### src/rtl/core/urbf_pkg.sv
package urbf_pkg;

    localparam int DEFAULT_FIFO_DEPTH = 16;

    localparam logic [11:0] OFS_DATA  = 12'h000;
    localparam logic [11:0] OFS_FLAGS = 12'h018;
    localparam logic [11:0] OFS_IDIV  = 12'h024;
    localparam logic [11:0] OFS_FDIV  = 12'h028;
    localparam logic [11:0] OFS_LCTL  = 12'h02c;
    localparam logic [11:0] OFS_CTL   = 12'h030;
    localparam logic [11:0] OFS_MASK  = 12'h038;
    localparam logic [11:0] OFS_RAW   = 12'h03c;
    localparam logic [11:0] OFS_MSTAT = 12'h040;
    localparam logic [11:0] OFS_CLEAR = 12'h044;

    localparam int INT_RX  = 4;
    localparam int INT_TX  = 5;
    localparam int INT_OVR = 10;
    localparam int LCTL_FEN = 4;
    localparam int CTL_EN  = 0;
    localparam int CTL_TXE = 8;
    localparam int CTL_RXE = 9;

    localparam logic [15:0] CTL_RESET = 16'h0300;

    typedef enum logic [1:0] {
        ACT_READ,
        ACT_WRITE,
        ACT_RX_BYTE,
        ACT_TX_READY
    } t_action;

    typedef struct packed {
        logic [1:0]  action;
        logic [11:0] reg_offset;
        logic [15:0] write_data;
        logic [7:0]  line_byte;
    } t_item;

    typedef struct packed {
        logic [15:0] rd_value;
        logic        use_rx;
        logic        tx_valid;
        logic        irq;
    } t_stage;

endpackage

### src/rtl/core/urbf_if.sv
interface urbf_in_if;
    logic        valid;
    logic        ready;
    logic [1:0]  action;
    logic [11:0] reg_offset;
    logic [15:0] write_data;
    logic [7:0]  line_byte;

    modport source (output valid, action, reg_offset, write_data, line_byte, input ready);
    modport sink (input valid, action, reg_offset, write_data, line_byte, output ready);
endinterface

interface urbf_out_if;
    logic        valid;
    logic        ready;
    logic [15:0] read_data;
    logic        tx_valid;
    logic [7:0]  tx_byte;
    logic        irq;

    modport source (output valid, read_data, tx_valid, tx_byte, irq, input ready);
    modport sink (input valid, read_data, tx_valid, tx_byte, irq, output ready);
endinterface

### src/rtl/core/urbf_ram.sv
module urbf_ram #(
    parameter int WIDTH = 8,
    parameter int DEPTH = 16
) (
    input  logic                     i_clk,
    input  logic                     i_wr_en,
    input  logic [$clog2(DEPTH)-1:0] i_wr_addr,
    input  logic [WIDTH-1:0]         i_wr_data,
    input  logic                     i_rd_en,
    input  logic [$clog2(DEPTH)-1:0] i_rd_addr,
    output logic [WIDTH-1:0]         o_rd_data
);
    logic [WIDTH-1:0] r_mem [DEPTH];
    logic [WIDTH-1:0] r_rd_data;

    always_ff @(posedge i_clk) begin
        if (i_wr_en) begin
            r_mem[i_wr_addr] <= i_wr_data;
        end
        if (i_rd_en) begin
            r_rd_data <= r_mem[i_rd_addr];
        end
    end

    assign o_rd_data = r_rd_data;
endmodule

### src/rtl/core/urbf_ctrl.sv
module urbf_ctrl #(
    parameter int FIFO_DEPTH = urbf_pkg::DEFAULT_FIFO_DEPTH
) (
    input  logic                          i_clk,
    input  logic                          i_rst_n,
    input  logic                          i_accept,
    input  urbf_pkg::t_item               i_item,
    output logic                          o_rx_wr_en,
    output logic [$clog2(FIFO_DEPTH)-1:0] o_rx_wr_addr,
    output logic                          o_rx_rd_en,
    output logic [$clog2(FIFO_DEPTH)-1:0] o_rx_rd_addr,
    output logic                          o_tx_wr_en,
    output logic [$clog2(FIFO_DEPTH)-1:0] o_tx_wr_addr,
    output logic                          o_tx_rd_en,
    output logic [$clog2(FIFO_DEPTH)-1:0] o_tx_rd_addr,
    output urbf_pkg::t_stage              o_stage
);
    import urbf_pkg::*;

    localparam int AW = $clog2(FIFO_DEPTH);
    localparam int CW = $clog2(FIFO_DEPTH + 1);

    logic [CW-1:0] r_rx_count, n_rx_count, r_tx_count, n_tx_count;
    logic [AW-1:0] r_rx_head, n_rx_head, r_tx_head, n_tx_head;
    logic [15:0]   r_idiv, n_idiv, r_ctl, n_ctl;
    logic [5:0]    r_fdiv, n_fdiv;
    logic [7:0]    r_lctl, n_lctl;
    logic [10:0]   r_mask, n_mask, r_raw, n_raw;

    logic [CW-1:0] eff_depth, half_depth;
    logic          fifo_on;
    t_action       act;

    function automatic logic [AW-1:0] head_inc(input logic [AW-1:0] h);
        logic [AW-1:0] res;
        res = (h == AW'(FIFO_DEPTH - 1)) ? '0 : h + AW'(1);
        return res;
    endfunction

    function automatic logic [AW-1:0] tail_of(input logic [AW-1:0] h, input logic [CW-1:0] c);
        logic [CW:0] sum;
        sum = (CW+1)'(h) + (CW+1)'(c);
        if (sum >= (CW+1)'(FIFO_DEPTH)) begin
            sum = sum - (CW+1)'(FIFO_DEPTH);
        end
        return sum[AW-1:0];
    endfunction

    always_comb begin
        fifo_on    = r_ctl[CTL_EN];
        eff_depth  = r_lctl[LCTL_FEN] ? CW'(FIFO_DEPTH) : CW'(1);
        half_depth = r_lctl[LCTL_FEN] ? CW'(FIFO_DEPTH / 2) : '0;
        act        = t_action'(i_item.action);

        n_rx_count = r_rx_count;
        n_rx_head  = r_rx_head;
        n_tx_count = r_tx_count;
        n_tx_head  = r_tx_head;
        n_idiv     = r_idiv;
        n_fdiv     = r_fdiv;
        n_lctl     = r_lctl;
        n_ctl      = r_ctl;
        n_mask     = r_mask;
        n_raw      = r_raw;

        o_rx_wr_en   = 1'b0;
        o_rx_wr_addr = tail_of(r_rx_head, r_rx_count);
        o_rx_rd_en   = 1'b0;
        o_rx_rd_addr = r_rx_head;
        o_tx_wr_en   = 1'b0;
        o_tx_wr_addr = tail_of(r_tx_head, r_tx_count);
        o_tx_rd_en   = 1'b0;
        o_tx_rd_addr = r_tx_head;

        o_stage = '0;

        unique case (act)
            ACT_READ: begin
                unique case (i_item.reg_offset)
                    OFS_DATA: begin
                        if (r_rx_count != '0) begin
                            o_rx_rd_en     = i_accept;
                            o_stage.use_rx = 1'b1;
                            n_rx_head      = head_inc(r_rx_head);
                            n_rx_count     = r_rx_count - CW'(1);
                            if (n_rx_count == '0) begin
                                n_raw[INT_RX] = 1'b0;
                            end
                        end
                    end
                    OFS_FLAGS: begin
                        o_stage.rd_value[4] = (r_rx_count == '0);
                        o_stage.rd_value[5] = (r_tx_count >= eff_depth);
                        o_stage.rd_value[6] = (r_rx_count >= eff_depth);
                        o_stage.rd_value[7] = (r_tx_count == '0);
                    end
                    OFS_IDIV:  o_stage.rd_value = r_idiv;
                    OFS_FDIV:  o_stage.rd_value = 16'(r_fdiv);
                    OFS_LCTL:  o_stage.rd_value = 16'(r_lctl);
                    OFS_CTL:   o_stage.rd_value = r_ctl;
                    OFS_MASK:  o_stage.rd_value = 16'(r_mask);
                    OFS_RAW:   o_stage.rd_value = 16'(r_raw);
                    OFS_MSTAT: o_stage.rd_value = 16'(r_raw & r_mask);
                    default: begin
                    end
                endcase
            end
            ACT_WRITE: begin
                unique case (i_item.reg_offset)
                    OFS_DATA: begin
                        if (r_tx_count < eff_depth) begin
                            o_tx_wr_en = i_accept;
                            n_tx_count = r_tx_count + CW'(1);
                            if (n_tx_count > half_depth) begin
                                n_raw[INT_TX] = 1'b0;
                            end
                        end
                    end
                    OFS_IDIV:  n_idiv = i_item.write_data;
                    OFS_FDIV:  n_fdiv = i_item.write_data[5:0];
                    OFS_LCTL:  n_lctl = i_item.write_data[7:0];
                    OFS_CTL:   n_ctl  = i_item.write_data;
                    OFS_MASK:  n_mask = i_item.write_data[10:0];
                    OFS_CLEAR: n_raw  = r_raw & ~i_item.write_data[10:0];
                    default: begin
                    end
                endcase
            end
            ACT_RX_BYTE: begin
                if (fifo_on && r_ctl[CTL_RXE]) begin
                    if (r_rx_count < eff_depth) begin
                        o_rx_wr_en    = i_accept;
                        n_rx_count    = r_rx_count + CW'(1);
                        n_raw[INT_RX] = 1'b1;
                    end else begin
                        n_raw[INT_OVR] = 1'b1;
                    end
                end
            end
            ACT_TX_READY: begin
                if (fifo_on && r_ctl[CTL_TXE] && r_tx_count != '0) begin
                    o_tx_rd_en       = i_accept;
                    o_stage.tx_valid = 1'b1;
                    n_tx_head        = head_inc(r_tx_head);
                    n_tx_count       = r_tx_count - CW'(1);
                    if (n_tx_count <= half_depth) begin
                        n_raw[INT_TX] = 1'b1;
                    end
                end
            end
        endcase

        o_stage.irq = |(n_raw & n_mask);
    end

    always_ff @(posedge i_clk) begin
        if (!i_rst_n) begin
            r_rx_count <= '0;
            r_rx_head  <= '0;
            r_tx_count <= '0;
            r_tx_head  <= '0;
            r_idiv     <= '0;
            r_fdiv     <= '0;
            r_lctl     <= '0;
            r_ctl      <= CTL_RESET;
            r_mask     <= '0;
            r_raw      <= '0;
        end else if (i_accept) begin
            r_rx_count <= n_rx_count;
            r_rx_head  <= n_rx_head;
            r_tx_count <= n_tx_count;
            r_tx_head  <= n_tx_head;
            r_idiv     <= n_idiv;
            r_fdiv     <= n_fdiv;
            r_lctl     <= n_lctl;
            r_ctl      <= n_ctl;
            r_mask     <= n_mask;
            r_raw      <= n_raw;
        end
    end
endmodule

### src/rtl/core/urbf_outq.sv
module urbf_outq (
    input  logic              i_clk,
    input  logic              i_rst_n,
    input  logic              i_accept,
    input  urbf_pkg::t_stage  i_stage,
    input  logic [7:0]        i_rx_q,
    input  logic [7:0]        i_tx_q,
    output logic              o_ready,
    urbf_out_if.source        o_out
);
    import urbf_pkg::*;

    logic        r_s1_valid, n_s1_valid;
    t_stage      r_s1;
    logic        r_out_valid, n_out_valid;
    logic [15:0] r_read_data;
    logic        r_tx_valid;
    logic [7:0]  r_tx_byte;
    logic        r_irq;
    logic        adv;

    always_comb begin
        adv         = r_s1_valid && (!r_out_valid || o_out.ready);
        o_ready     = !r_s1_valid || adv;
        n_s1_valid  = i_accept || (r_s1_valid && !adv);
        n_out_valid = adv || (r_out_valid && !o_out.ready);
    end

    always_ff @(posedge i_clk) begin
        if (!i_rst_n) begin
            r_s1_valid  <= 1'b0;
            r_out_valid <= 1'b0;
        end else begin
            r_s1_valid  <= n_s1_valid;
            r_out_valid <= n_out_valid;
        end
    end

    always_ff @(posedge i_clk) begin
        if (i_accept) begin
            r_s1 <= i_stage;
        end
        if (adv) begin
            r_read_data <= r_s1.use_rx ? {8'h00, i_rx_q} : r_s1.rd_value;
            r_tx_valid  <= r_s1.tx_valid;
            r_tx_byte   <= r_s1.tx_valid ? i_tx_q : 8'h00;
            r_irq       <= r_s1.irq;
        end
    end

    assign o_out.valid     = r_out_valid;
    assign o_out.read_data = r_read_data;
    assign o_out.tx_valid  = r_tx_valid;
    assign o_out.tx_byte   = r_tx_byte;
    assign o_out.irq       = r_irq;
endmodule

### src/rtl/core/uart_register_block_with_fifos_top.sv
// UART register block with receive and transmit FIFOs.
// The input channel carries one event per transfer: a bus read, a bus write,
// a byte arriving from the receive line, or the transmit line asking for its
// next byte. The output channel returns exactly one result per event: the
// read data, the byte sent to the line with its valid bit, and the interrupt
// line as it stands after the event.
// An event is taken every cycle while results keep draining. A result
// passes through the registered read of the FIFO memory, then through the
// output register.
// Two events can be in flight; when the receiver stalls, the output register
// holds its result, the second event waits in the memory read stage and the
// input channel drops ready until the output moves again.
// Both FIFOs live in single-port-write, registered-read memories of
// FIFO_DEPTH bytes; only the pointers and counts are cleared.
// Synchronous reset clears the pointers, counts, registers and pipeline
// valid bits; the control register comes up with receive and transmit
// enabled and the UART off. Events are taken as soon as reset ends.
module uart_register_block_with_fifos_top #(
    parameter int FIFO_DEPTH = urbf_pkg::DEFAULT_FIFO_DEPTH
) (
    input  logic       i_clk,
    input  logic       i_rst_n,
    urbf_in_if.sink    i_in,
    urbf_out_if.source o_out
);
    import urbf_pkg::*;

    localparam int AW = $clog2(FIFO_DEPTH);

    logic          accept, ready;
    t_item         item;
    t_stage        stage;
    logic          rx_wr_en, rx_rd_en, tx_wr_en, tx_rd_en;
    logic [AW-1:0] rx_wr_addr, rx_rd_addr, tx_wr_addr, tx_rd_addr;
    logic [7:0]    rx_q, tx_q;

    assign i_in.ready = ready;
    assign accept     = i_in.valid && ready;

    always_comb begin
        item.action     = i_in.action;
        item.reg_offset = i_in.reg_offset;
        item.write_data = i_in.write_data;
        item.line_byte  = i_in.line_byte;
    end

    urbf_ctrl #(
        .FIFO_DEPTH(FIFO_DEPTH)
    ) u_ctrl (
        .i_clk       (i_clk),
        .i_rst_n     (i_rst_n),
        .i_accept    (accept),
        .i_item      (item),
        .o_rx_wr_en  (rx_wr_en),
        .o_rx_wr_addr(rx_wr_addr),
        .o_rx_rd_en  (rx_rd_en),
        .o_rx_rd_addr(rx_rd_addr),
        .o_tx_wr_en  (tx_wr_en),
        .o_tx_wr_addr(tx_wr_addr),
        .o_tx_rd_en  (tx_rd_en),
        .o_tx_rd_addr(tx_rd_addr),
        .o_stage     (stage)
    );

    urbf_ram #(
        .WIDTH(8),
        .DEPTH(FIFO_DEPTH)
    ) u_rx_ram (
        .i_clk    (i_clk),
        .i_wr_en  (rx_wr_en),
        .i_wr_addr(rx_wr_addr),
        .i_wr_data(item.line_byte),
        .i_rd_en  (rx_rd_en),
        .i_rd_addr(rx_rd_addr),
        .o_rd_data(rx_q)
    );

    urbf_ram #(
        .WIDTH(8),
        .DEPTH(FIFO_DEPTH)
    ) u_tx_ram (
        .i_clk    (i_clk),
        .i_wr_en  (tx_wr_en),
        .i_wr_addr(tx_wr_addr),
        .i_wr_data(item.write_data[7:0]),
        .i_rd_en  (tx_rd_en),
        .i_rd_addr(tx_rd_addr),
        .o_rd_data(tx_q)
    );

    urbf_outq u_outq (
        .i_clk   (i_clk),
        .i_rst_n (i_rst_n),
        .i_accept(accept),
        .i_stage (stage),
        .i_rx_q  (rx_q),
        .i_tx_q  (tx_q),
        .o_ready (ready),
        .o_out   (o_out)
    );
endmodule

### src/flat_wrapper.sv
// flat-port wrapper written by rule: the top's interface ports become plain ports
module uart_register_block_with_fifos_top_flat import urbf_pkg::*;
#(
    parameter int FIFO_DEPTH = urbf_pkg::DEFAULT_FIFO_DEPTH
)
  (i_clk, i_rst_n, i_in_valid, i_in_action, i_in_reg_offset, i_in_write_data, i_in_line_byte, i_in_ready, o_out_valid, o_out_read_data, o_out_tx_valid, o_out_tx_byte, o_out_irq, o_out_ready);
  urbf_in_if i_in_i ();
  urbf_out_if o_out_i ();
  input  logic i_clk;
  input  logic i_rst_n;
  input wire logic [$bits(i_in_i.valid)-1:0] i_in_valid;
  input wire logic [$bits(i_in_i.action)-1:0] i_in_action;
  input wire logic [$bits(i_in_i.reg_offset)-1:0] i_in_reg_offset;
  input wire logic [$bits(i_in_i.write_data)-1:0] i_in_write_data;
  input wire logic [$bits(i_in_i.line_byte)-1:0] i_in_line_byte;
  output wire logic [$bits(i_in_i.ready)-1:0] i_in_ready;
  output wire logic [$bits(o_out_i.valid)-1:0] o_out_valid;
  output wire logic [$bits(o_out_i.read_data)-1:0] o_out_read_data;
  output wire logic [$bits(o_out_i.tx_valid)-1:0] o_out_tx_valid;
  output wire logic [$bits(o_out_i.tx_byte)-1:0] o_out_tx_byte;
  output wire logic [$bits(o_out_i.irq)-1:0] o_out_irq;
  input wire logic [$bits(o_out_i.ready)-1:0] o_out_ready;
  assign i_in_i.valid = i_in_valid;
  assign i_in_i.action = i_in_action;
  assign i_in_i.reg_offset = i_in_reg_offset;
  assign i_in_i.write_data = i_in_write_data;
  assign i_in_i.line_byte = i_in_line_byte;
  assign i_in_ready = i_in_i.ready;
  assign o_out_valid = o_out_i.valid;
  assign o_out_read_data = o_out_i.read_data;
  assign o_out_tx_valid = o_out_i.tx_valid;
  assign o_out_tx_byte = o_out_i.tx_byte;
  assign o_out_irq = o_out_i.irq;
  assign o_out_i.ready = o_out_ready;
  uart_register_block_with_fifos_top #(.FIFO_DEPTH(FIFO_DEPTH)) u_core (.i_clk(i_clk), .i_rst_n(i_rst_n), .i_in(i_in_i), .o_out(o_out_i));
endmodule
### config.mk
export PLATFORM = sky130hd
export DESIGN_NAME = uart_register_block_with_fifos_top_flat
export DESIGN_NICKNAME = d
export VERILOG_FILES = /design/src/rtl/core/urbf_pkg.sv /design/src/rtl/core/urbf_if.sv /design/src/rtl/core/urbf_ram.sv /design/src/rtl/core/urbf_ctrl.sv /design/src/rtl/core/urbf_outq.sv /design/src/rtl/core/uart_register_block_with_fifos_top.sv /design/src/flat_wrapper.sv
export SDC_FILE = /design/constraint.sdc
export NUM_CORES = 1
export LEC_CHECK = 0
export BUFFER_PORTS_ARGS = -buffer_cell sky130_fd_sc_hd__buf_2
export CORE_ASPECT_RATIO = 0.9
export CORE_MARGIN = 2
export CORE_UTILIZATION = 35
export CTS_CLUSTER_SIZE = 28
export DETAILED_ROUTE_END_ITERATION = 16
export PLACE_DENSITY_LB_ADDON = 0.05
export SYNTH_ARGS = -nofsm -noshare
export SYNTH_HDL_FRONTEND = slang
export SYNTH_HIERARCHICAL = 1
export SYNTH_SLANG_ARGS = --single-unit
export TNS_END_PERCENT = 1
### constraint.sdc
create_clock -name i_clk -period 4.5 [get_ports i_clk]
set_input_delay 1.35 -clock i_clk [delete_from_list [all_inputs] [get_ports i_clk]]
set_output_delay 1.35 -clock i_clk [all_outputs]
set_load 0.005 [all_outputs]
==> Word level (Yosys, flattened, before mapping) <==
Memories as Yosys holds them, arrays and structs flattened. A register that Yosys moved wholly into a read port is not among the register bits.
Index checks and enable logic that the tools add are counted.
{ "word_totals": {"ff_bits": 133, "ram_bits": 256, "out_inout_bits": 28, "elab_cells": 157, "n_memories": 2} }
{ "classes": {"add_sub_neg": 10, "magnitude_cmp": 8, "eq_ne": 21, "mux": 57, "bitwise_logic": 4, "n_reduce_logical": 34} }
{ "mem_list": {"columns": ["memory", "words", "word_bits", "read_ports", "rd_clocked_by_memory_dff", "wr", "line_no", "text"], "rows": [
  ["u_core.u_rx_ram.r_mem", 16, 8, 1, 1, 1, "urbf_ram.sv:13", "logic [WIDTH-1:0] r_mem [DEPTH];"],
  ["u_core.u_tx_ram.r_mem", 16, 8, 1, 1, 1, "urbf_ram.sv:13", null]
]} }
{ "op_table": {"columns": ["operator", "count"], "rows": [
  ["== test 12 x 6 -> 1 bit, second input constant", 6],
  ["two-way mux 5 bit", 10],
  ["one-hot mux 8 bit (5 select lines)", 1],
  ["bitwise AND 11 bit", 3],
  ["one-hot mux 4 bit (8 select lines)", 1],
  ["two-way mux 1 bit", 28],
  ["two-way mux 4 bit", 7],
  ["one-hot mux 4 bit (7 select lines)", 1],
  ["== test 12 x 7 -> 1 bit, second input constant", 2],
  ["two-way mux 11 bit", 2],
  ["one-hot mux 5 bit (2 select lines)", 2],
  ["zero test 5 bit", 3],
  ["AND reduction 3 bit", 5],
  ["adder 4 x 5 -> 6 bit", 2],
  ["== test 12 x 5 -> 1 bit, second input constant", 1],
  ["greater-or-equal comparator 6 x 5 -> 1 bit, second input constant", 2],
  ["zero test 12 bit", 1],
  ["inequality test 2 bit, second input constant", 6],
  ["inverter 11 bit", 1],
  ["OR reduction 11 bit", 1],
  ["adder 5 x 1 -> 5 bit, second input constant", 2],
  ["greater-or-equal comparator 5 bit", 2],
  ["< comparator 5 bit", 2],
  ["nonzero test 5 bit", 2],
  ["21 further kinds", 41]
]} }

==> Longest topological paths before layout <==
Gate-level depths: netlist of the first run.
{ "depth": {"ltp_word": 10, "ltp_mapped": 10, "ltp_nobuf": 9} }

==> Cells and area by module <==
The synthesis of the first run kept the hierarchy.
{ "by_module_without_submodules": {"columns": ["mod", "n_inst", "cells_each", "area_per_inst_um2", "seq_area_each_um2"], "rows": [
  ["urbf_ram", 2, 229, 5227.5, 4083.9],
  ["urbf_ctrl", 1, 643, 5118.7, 1721.7],
  ["urbf_outq", 1, 79, 1674.1, 1391.3],
  ["uart_register_block_with_fifos_top", 1, 1, 6.3, 0.0]
]} }

==> Worst setup path after synthesis of the first run <==
OpenSTA, ideal clock, no wires.
{ "synth_path": {"kind": "in2reg", "startpoint": "input o_out_ready", "endpoint": "memory u_core.u_rx_ram.r_mem[0][0], enable pin", "t_arrival_ps": 3798, "t_required_ps": 4117, "setup_slack_ps": 319, "path_stages": 7, "path_buffers": 1, "cell_sequence": "nor2b_1 > nand2_1 > and2_1 > clkbuf_1 > and2_1 > or3b_2 > nor3_1"} }
{ "synth_via": {"elab_chain_len": 9} }
{ "synth_rtl": {"columns": ["item", "line_no", "text"], "rows": [
  ["start, declared", "flat_wrapper.sv:22", "input wire logic [$bits(o_out_i.ready)-1:0] o_out_ready;"],
  ["logical OR 1 bit", "urbf_outq.sv:23", "adv = r_s1_valid && (!r_out_valid || o_out.ready);"],
  ["logical AND 1 bit", "urbf_outq.sv:23", null],
  ["logical OR 1 bit", "urbf_outq.sv:24", "o_ready = !r_s1_valid || adv;"],
  ["named net i_in_ready", "flat_wrapper.sv:16", "output wire logic [$bits(i_in_i.ready)-1:0] i_in_ready;"],
  ["logical AND 1 bit", "uart_register_block_with_fifos_top.sv:38", "assign accept = i_in.valid && ready;"],
  ["named net u_core.accept", "uart_register_block_with_fifos_top.sv:30", "logic accept, ready;"],
  ["two-way mux 1 bit", "urbf_ctrl.sv:131", "if (r_rx_count < eff_depth) begin"],
  ["two-way mux 1 bit", "urbf_ctrl.sv:130", "if (fifo_on && r_ctl[CTL_RXE]) begin"],
  ["two-way mux 1 bit", "urbf_ctrl.sv:77", "unique case (act)"],
  ["named net u_core.rx_wr_en", "uart_register_block_with_fifos_top.sv:33", "logic rx_wr_en, rx_rd_en, tx_wr_en, tx_rd_en;"],
  ["two-way mux 1 bit", "urbf_ram.sv:17", "if (i_wr_en) begin"],
  ["two-way mux 1 bit (not written as such)", "urbf_ram.sv:18", "r_mem[i_wr_addr] <= i_wr_data;"],
  ["end, declared", "urbf_ram.sv:13", null]
]} }
The timed path passes the listed nets, and every way through them passes these cells.

==> Worst setup path after layout of the first run <==
{ "layout_path": {"startpoint": "input i_in_reg_offset[1]", "endpoint": "memory u_core.u_tx_ram.r_mem[0][1], enable pin"} }
{ "layout_via": {"elab_chain_len": 5} }
{ "layout_rtl": {"columns": ["item", "line_no", "text"], "rows": [
  ["start, declared", "flat_wrapper.sv:13", "input wire logic [$bits(i_in_i.reg_offset)-1:0] i_in_reg_offset;"],
  ["zero test 12 bit", "urbf_ctrl.sv:109", "unique case (i_item.reg_offset)"],
  ["two-way mux 1 bit", "urbf_ctrl.sv:109", null],
  ["two-way mux 1 bit", "urbf_ctrl.sv:77", null],
  ["named net u_core.tx_wr_en", "uart_register_block_with_fifos_top.sv:33", null],
  ["two-way mux 1 bit", "urbf_ram.sv:17", null],
  ["two-way mux 1 bit (not written as such)", "urbf_ram.sv:18", null],
  ["end, declared", "urbf_ram.sv:13", null]
]} }
The timed path passes the listed nets, and every way through them passes these cells.

==> impl_results.md, run 1 <==
- Clock-pin slew on the worst setup and hold paths: about 0.060 ns
- Drc violations: 0
- Met1 Wirelength: 23300 um
- # IOs: 70
- Hold slack: between 0.4 and 0.5 ns
- Die Area: between 50000 and 60000 um^2
- Most frequent cell after synthesis: edfxtp_1
- Synth async-reset ratio: 0
- Share of the synthesized area in the top cell type: 0.552
- Routed met3 length: 1930 um
- Synth Instances: around 1200
- DRT Pass-1 Iters: 6
- Fin Clk Skew: roughly 0.013 ns
- Hold-fix buffers at CTS: 0
- Post-DRT Antenna Nets: 0
- First-pass GRT wire length: between 70000 and 80000 um
- Final hold vios: 0
- Sequential cell area: 11300 um^2
- Status: complete, no violations
- CP Cell Sequence: buf_2, nor4_1, nand4b_1, or2_2, nor2_1, or3b_2, nor3_1, buf_4
- GP Congestion: ~0.84
- Slowest cell delay on critical path: between 0.5 and 0.6 ns
- Die height: between 200 and 250 um
- Post-Synthesis Cell Area: around 17000 um^2
- CTS resizes: 0
- Fin crit period: between 3 and 4 ns
- H-tree Lvls: 2
- Leakage: around 6.7 nW
- Clk buf depth: 3
- Hold EP: u_core/u_ctrl/r_raw[0]
- Metal2 WL: around 21000 um
- Highest metal used: met4
- Max-cap violations: 0
- Critical path startpoint category: input port
- Setup TNS: 0 ns
- Antenna violations before repair: 2
- Buffers plus inverters on the worst setup path: 2
- Power per cell area: just under 400 nW/um^2
- Layout overhead on the synthesized area: 16.1%
- Crit end category: register
- Synth Warn #: 6
- Yosys reg bits: 405
- Total power: around 0.008 W
- R2R cell count: 8
- Kind of critical path: in2reg
- Detailed Route WL: ~47000 um
- Starting Density: 0.353
- Register area share after synthesis: 0.654
- Remaining Overflow, GRT: 0
- Avg Cell Area, Syn: 14.6 um^2
- Initial detailed-routing violation count: about 830
- Yosys top cell by area: edfxtp_1
- Top cells by area, synth: edfxtp_1, dfxtp_1, mux4_2
- Slew HR: 0.402
- Vias: approximately 10000
- Critical path depth: 8
- Most used DFF post-synth: edfxtp_1
- TritonCTS Buffers: 45
- Inserted Diodes: 0
- CTS Sinks: between 400 and 500
- Largest net degree at the start of global routing: 38
- Worst EP arrival: 3.83 ns
- Multi-input logic area: 5570 um^2
- Reg2reg start: u_core/u_ctrl/r_rx_count[0]
- Worst-Skew Late Latency: 0.57 ns
- Hold_sp: u_core/u_ctrl/r_raw[0]
- I/O Buffers: just under 70
- Slew @ Worst Pin: 0.885 ns
- CTS tree: yes
- Core area: between 40000 and 50000 um^2
- Syn_nets: 1252
- Unique masters post-synth: 74
- Fin crit share: 0.790
- Number of vias per cell: 5.31
- Nets: ~1400
- Worst reg-to-reg setup slack: ~1.2 ns
- Critical-path top delay cell: nor4_1
- GRT Overall Usage: 0.186
- Vias in the first global route: about 10000
- Final setup fails: 0
- Postcts setup bufs: 0
- Fillcell total: about 4500
- CP top delay family: simple AND/OR/NAND/NOR gates
- Max Freq: about 280 MHz
- Share of layout cells above drive strength 1: 0.212
- HP Class: reg2reg
- R2r endpoint: u_core/u_rx_ram/r_mem[0][1]
- Post-synth EDFFs: 317
- Drt wl/cell: between 20 and 25 um
- WHS Path Cells: 2
- Max Transition Viols Final: 0
- Worst EP required: approximately 4.8 ns
- RSZ-0062 raised after global routing: no
- VDD IR max: about 0.00023 V
- Clock root buffer: clkbuf_16
- Rows: between 70 and 80
- Commonest cells in the netlist: edfxtp_1, nand2_1, dfxtp_1, a21oi_1, nor2_1
- DP Wirelength: between 30000 and 40000 um
- CP max FO: 8
- Die Width: between 200 and 250 um
[power by group]
| part | switching (W) | internal (W) | leakage [nW] |
|---|---|---|---|
| clock | 0.00152 | 0.00207 | 0.696 |
| combinational | 0.000169 | 0.0000728 | 2.40 |
| sequential | 0.0000165 | 0.00405 | 3.60 |
[worst max path at each step]
stage | from | to | slack, ns
finish | i_in_reg_offset[1] | u_core/u_tx_ram/r_mem[0][1] | 0.94
global route | i_in_reg_offset[1] | u_core/u_tx_ram/r_mem[0][5] | 0.72
CTS | i_in_reg_offset[1] | u_core/u_tx_ram/r_mem[0][5] | 0.99
detailed placement | i_in_reg_offset[1] | u_core/u_tx_ram/r_mem[0][1] | 0.39
global placement | i_in_reg_offset[1] | u_core/u_tx_ram/r_mem[0][1] | 0.43
floorplan | o_out_ready | u_core/u_rx_ram/r_mem[0][0] | 0.32
[per-layer routing]
metal  up-vias  track usage
li1       4819            -
met1      5351        0.281
met2       258        0.279
met3        52       0.0247
met4         0       0.0533
met5         -            0
[worst min-delay path, stage by stage (launching register included)]
cell     delay (ns)
dfxtp_1        0.32
nand2_1        0.06
a21oi_1        0.03
[final cells by class]
class | count | area share
Clock buffer | 51 | 0.0594
Clock inverter | 33 | 0.0122
Inverter | 19 | 0.00356
Multi-Input combinational cell | 693 | 0.278
Sequential cell | 405 | 0.563
Tap cell | 632 | 0.0395
Timing Repair Buffer | 141 | 0.0442
[placed cells by master (no fill, tap or decap), drive strengths merged, types with 14 or more instances in the layout]
master and instances:
edfxtp 317, buf 141, nand2 132, dfxtp 88, a21oi 74, nor2 65
mux4 64, clkbuf 51, a22oi 42, mux2i 27, ha 27, and2 27
clkinv 23, inv 21, o21ai 18, xnor2 16, nand4 16, nor3 16
nand3 14
[cells by family (layout without fill, tap and decap cells)]
| group | after synthesis | after routing | share of synthesized area |
|---|---|---|---|
| buffers and inverters | 83 | 244 | 0.0250 |
| muxes | 101 | 101 | 0.112 |
| xor gates and xnor gates | 20 | 20 | 0.0102 |
| DFF | 405 | 405 | 0.654 |
| and+or+nand+nor | 342 | 342 | 0.100 |
| AOI/OAI and AO/OA | 201 | 201 | 0.0767 |
| adders and majority gates | 29 | 29 | 0.0219 |
[metrics by stage]
stage               worst slack [ns]  std cells  utilization  cell area (um^2)
floorplan                      0.319       1181            -             17300
global placement               0.431       1890        0.380             18600
detailed placement             0.386       1890        0.380             18600
CTS                            0.993       1974        0.409             20000
global route                   0.723       1974        0.409             20000
finish                         0.944       1974        0.409             20000
[state kept, by name, summed over array words and instances, names as in the netlist]
| name | flops |
|---|---|
| u_core/u_outq/r_s1 | 19 |
| u_core/u_ctrl/r_idiv | 16 |
| u_core/u_rx_ram/o_rd_data | 8 |
| u_core/u_tx_ram/r_mem | 128 |
| u_core/u_ctrl/o_tx_rd_addr | 4 |
| u_core/u_outq/o_out.valid | 1 |
| u_core/u_ctrl/r_lctl | 8 |
| u_core/u_rx_ram/r_mem | 128 |
| u_core/u_ctrl/r_ctl | 16 |
| u_core/u_ctrl/r_tx_count | 5 |
| u_core/u_ctrl/r_fdiv | 6 |
| u_core/u_outq/o_out.tx_valid | 1 |
| u_core/u_outq/r_s1_valid | 1 |
| u_core/u_outq/o_out.read_data | 16 |
| u_core/u_outq/o_out.irq | 1 |
| u_core/u_ctrl/r_mask | 11 |
| u_core/u_outq/o_out.tx_byte | 8 |
| u_core/u_tx_ram/o_rd_data | 8 |
| u_core/u_ctrl/r_raw | 11 |
| u_core/u_ctrl/o_rx_rd_addr | 4 |
| u_core/u_ctrl/r_rx_count | 5 |
Power figures use the tool's default switching activity.
==> run 2, diff against run 1 <==
--- a/config.mk
+++ b/config.mk
@@ -5,6 +5,7 @@
 export SDC_FILE = /design/constraint.sdc
 export NUM_CORES = 1
 export LEC_CHECK = 0
+export ABC_AREA = 1
 export BUFFER_PORTS_ARGS = -buffer_cell sky130_fd_sc_hd__buf_2
 export CORE_ASPECT_RATIO = 0.9
 export CORE_MARGIN = 2
==> constraint.sdc (replaced) <==
create_clock -name i_clk -period 3.43 [get_ports i_clk]
set_input_delay 1.029 -clock i_clk [delete_from_list [all_inputs] [get_ports i_clk]]
set_output_delay 1.029 -clock i_clk [all_outputs]
set_load 0.005 [all_outputs]
==> run 2 against run 1 <==
Compared with the run above: global-route usage grew 0.83 points; via count grew 31%; sequential share of layout area shrank 4.1 points.
==> impl_results.md, run 2 <==
- Status: complete, no violations
- # IOs: 70 (unchanged)
- DP Wirelength: 36200 um (+14%)
- Worst EP arrival: 2.94 ns (-0.89 ns)
- Avg Cell Area, Syn: 9.23 um^2 (-37%)
- Rows: 80 (+3.9%)
- Vias: 13780 (+31%)
- Most frequent cells in the layout: nand2_1, inv_1, edfxtp_1
- Top cells by area, synth: edfxtp_1, nand2_1, dfxtp_1
- Final hold vios: 0 (unchanged)
- Synth Instances: 2048 (+73%)
- Largest net degree at the start of global routing: 69 (+82%)
- Most common cell after layout, fill and taps aside: nand2_1
- Die height: 224 um (+4.6%)
- Vias in the first global route: 13133 (+26%)
- Worst reg-to-reg setup slack: 0.78 ns (-0.43 ns)
- Core area: 53200 um^2 (+8.6%)
- Remaining Overflow, GRT: 0 (unchanged)
- Final setup fails: 0 (unchanged)
- Slew HR: 0.205 (-0.197)
- Buffers plus inverters on the worst setup path: 4 (+2)
- CTS Sinks: 405 (unchanged)
- Antenna violations before repair: 2 (unchanged)
- Max Transition Viols Final: 0 (unchanged)
- DRT Pass-1 Iters: 5 (-1)
- GRT Overall Usage: 0.194 (+0.00829)
- Unique masters post-synth: 37 (-50%)
- CP top delay family: simple AND/OR/NAND/NOR gates
- Number of vias per cell: 4.78 (-9.9%)
- Clock root buffer: clkbuf_16
- Detailed Route WL: 54100 um (+15%)
- Fin crit period: between 2 and 3 ns
- Clock-pin slew on the worst setup and hold paths: 0.06 ns (about the same)
- Hold slack: 0.421 ns (-0.0299 ns)
- Share of layout cells above drive strength 1: 0.113 (-0.0989)
- Final Non-Filler Cells: 2880 (+46%)
- Critical path startpoint category: register
- Synth async-reset ratio: 0 (unchanged)
- Critical-path top delay cell: dfxtp_1
- R2r endpoint: u_core/u_rx_ram/r_mem[11][4]
- RSZ-0062 raised after global routing: no
- Starting Density: 0.356 (+0.00297)
- CTS tree: yes
- Post-Synthesis Cell Area: 18900 um^2 (+9.5%)
- Yosys reg bits: 405 (unchanged)
- Setup TNS: 0 ns (unchanged)
- I/O Buffers: 69 (unchanged)
- Postcts setup bufs: 0 (unchanged)
- Power per cell area: 490 nW/um^2 (+24%)
- Max-cap violations: 0 (unchanged)
- Yosys top cell by area: edfxtp_1
- GP Congestion: 0.838 (-0.18%)
- Clk buf depth: 3 (unchanged)
- Fin Clk Skew: 0.0139 ns (+0.00117 ns)
- Slew @ Worst Pin: 1.19 ns (+0.306 ns)
- Worst-Skew Late Latency: 0.58 ns (about the same)
- CP max FO: 7 (-1)
- Layout overhead on the synthesized area: 14.5%
- Post-layout util: 0.407 (-0.00250)
- Crit end category: register
- Nets: 2219 (+61%)
- H-tree Lvls: 2 (unchanged)
- VDD IR max: 0.000333 V (+42%)
- TritonCTS Buffers: 47 (+4.4%)
- Drc violations: 0 (unchanged)
- Slowest cell delay on critical path: 0.40 ns (-0.17 ns)
- Max Freq: 377 MHz
- Post-DRT Antenna Nets: 0 (unchanged)
- Die Area: 55900 um^2 (+9.3%)
- Commonest cells in the netlist: nand2_1, inv_1, edfxtp_1, nand3_1, nor2_1
- Share of the synthesized area in the top cell type: 0.504 (-0.0479)
- Fin crit share: 0.773
- Fillcell total: 5290 (+17%)
- Most used DFF post-synth: edfxtp_1
- Hold-fix buffers at CTS: 0 (unchanged)
- HP Class: reg2reg
- WHS Path Cells: 0 (-2)
- Kind of critical path: reg2reg
- Leakage: 9.20 nW (+37%)
- Post-synth EDFFs: 317 (unchanged)
- Die Width: 249 um (+4.6%)
- First-pass GRT wire length: 81600 um (+16%)
- Syn_nets: 2119 (+69%)
- R2R cell count: 11 (+3)
- Synth Warn #: 6 (unchanged)
- CP Cell Sequence: inv_1, ha_1, inv_1, o21ai_2, inv_2, nor2_2, nand2_2, nor2_1, nand3b_1, nor2_1, buf_4
- Inserted Diodes: 0 (unchanged)
- Worst EP required: 3.72 ns (-1.05 ns)
- Hold_sp: u_core/u_outq/r_s1[0]
- Most frequent cell after synthesis: nand2_1
- Drt wl/cell: 18.8 um (-21%)
- Hold EP: u_core/u_outq/o_out.irq
- Register area share after synthesis: 0.597 (-0.0568)
- Reg2reg start: u_core/u_ctrl/r_rx_count[0]
- Biggest regs: u_core/u_rx_ram/r_mem: 128 flops, u_core/u_tx_ram/r_mem: 128 flops, u_core/u_outq/r_s1: 19 flops
- Initial detailed-routing violation count: 1190 (+43%)
- CTS resizes: 0 (unchanged)
- Dpl cells: 2796 (+48%)
==> run 2: changes by cell type after synthesis, moves of 12 or more <==
| cell | change |
|---|---|
| a22oi_1 | -42 |
| and2_1 | -26 |
| buf_2 | +28 |
| clkbuf_1 | -18 |
| inv_1 | +354 |
| mux2i_1 | -27 |
| mux4_1 | -28 |
| mux4_2 | -36 |
| nand2_1 | +394 |
| nand3_1 | +224 |
| nor2_1 | +33 |
| nor3_1 | -12 |
| o21ai_0 | +56 |
| o22ai_1 | +21 |
==> run 2: through the flow <==
step	setup WS, ns	power [W]	area, um^2
floorplan	0.225	0.00558	18900
CTS	0.806	0.0108	21600
finish	0.779	0.0106	21600
global route	0.613	0.0110	21600
detailed placement	0.320	0.00579	20100
global placement	0.321	0.00579	20100
==> run 2: layout make-up <==
| type | instances | area [um^2] | share of cell area |
|---|---|---|---|
| Sequential cell | 405 | 11300 | 0.522 |
| Multi-Input combinational cell | 1171 | 5630 | 0.261 |
| Inverter | 384 | 1440 | 0.0666 |
| Clock buffer | 63 | 1280 | 0.0591 |
| Timing Repair Buffer | 139 | 896 | 0.0414 |
| Tap cell | 697 | 872 | 0.0403 |
| Clock inverter | 21 | 223 | 0.0103 |
==> run 2: how the worst max path moves through the flow <==
| stage | start | slack, ns | cells past startpoint | to |
|---|---|---|---|---|
| floorplan | o_out_ready | 0.23 | 9 | u_core/u_rx_ram/r_mem[12][0] |
| global placement | i_in_reg_offset[1] | 0.32 | 9 | u_core/u_outq/r_s1[0] |
| detailed placement | i_in_reg_offset[1] | 0.32 | 13 | u_core/u_outq/r_s1[0] |
| CTS | u_core/u_ctrl/r_lctl[4] | 0.81 | 11 | u_core/u_rx_ram/r_mem[11][4] |
| global route | u_core/u_ctrl/r_rx_count[0] | 0.61 | 11 | u_core/u_rx_ram/r_mem[11][0] |
| finish | u_core/u_ctrl/r_rx_count[0] | 0.78 | 11 | u_core/u_rx_ram/r_mem[11][4] |
==> run 2: routing by layer <==
layer,wire length (um),global-route usage,part of all wire
met1,25900,0.280,0.48
met2,24000,0.302,0.44
met3,3040,0.0330,0.056
met4,1100,0.0520,0.020
met5,12,0,0.00022
==> run 2: where the power goes <==
group	internal (W)	leakage (nW)	switching [W]
clock	0.00292	0.732	0.00201
sequential	0.00532	3.60	0.0000220
combinational	0.0000865	4.87	0.000248
==> run 2: cells by family after synthesis <==
group	share of synthesized area
DFF	0.597
and+or+nand+nor	0.209
adders and majority gates	0.0200
xor gates and xnor gates	0.00834
buffers and inverters	0.105
AOI/OAI and AO/OA	0.0599
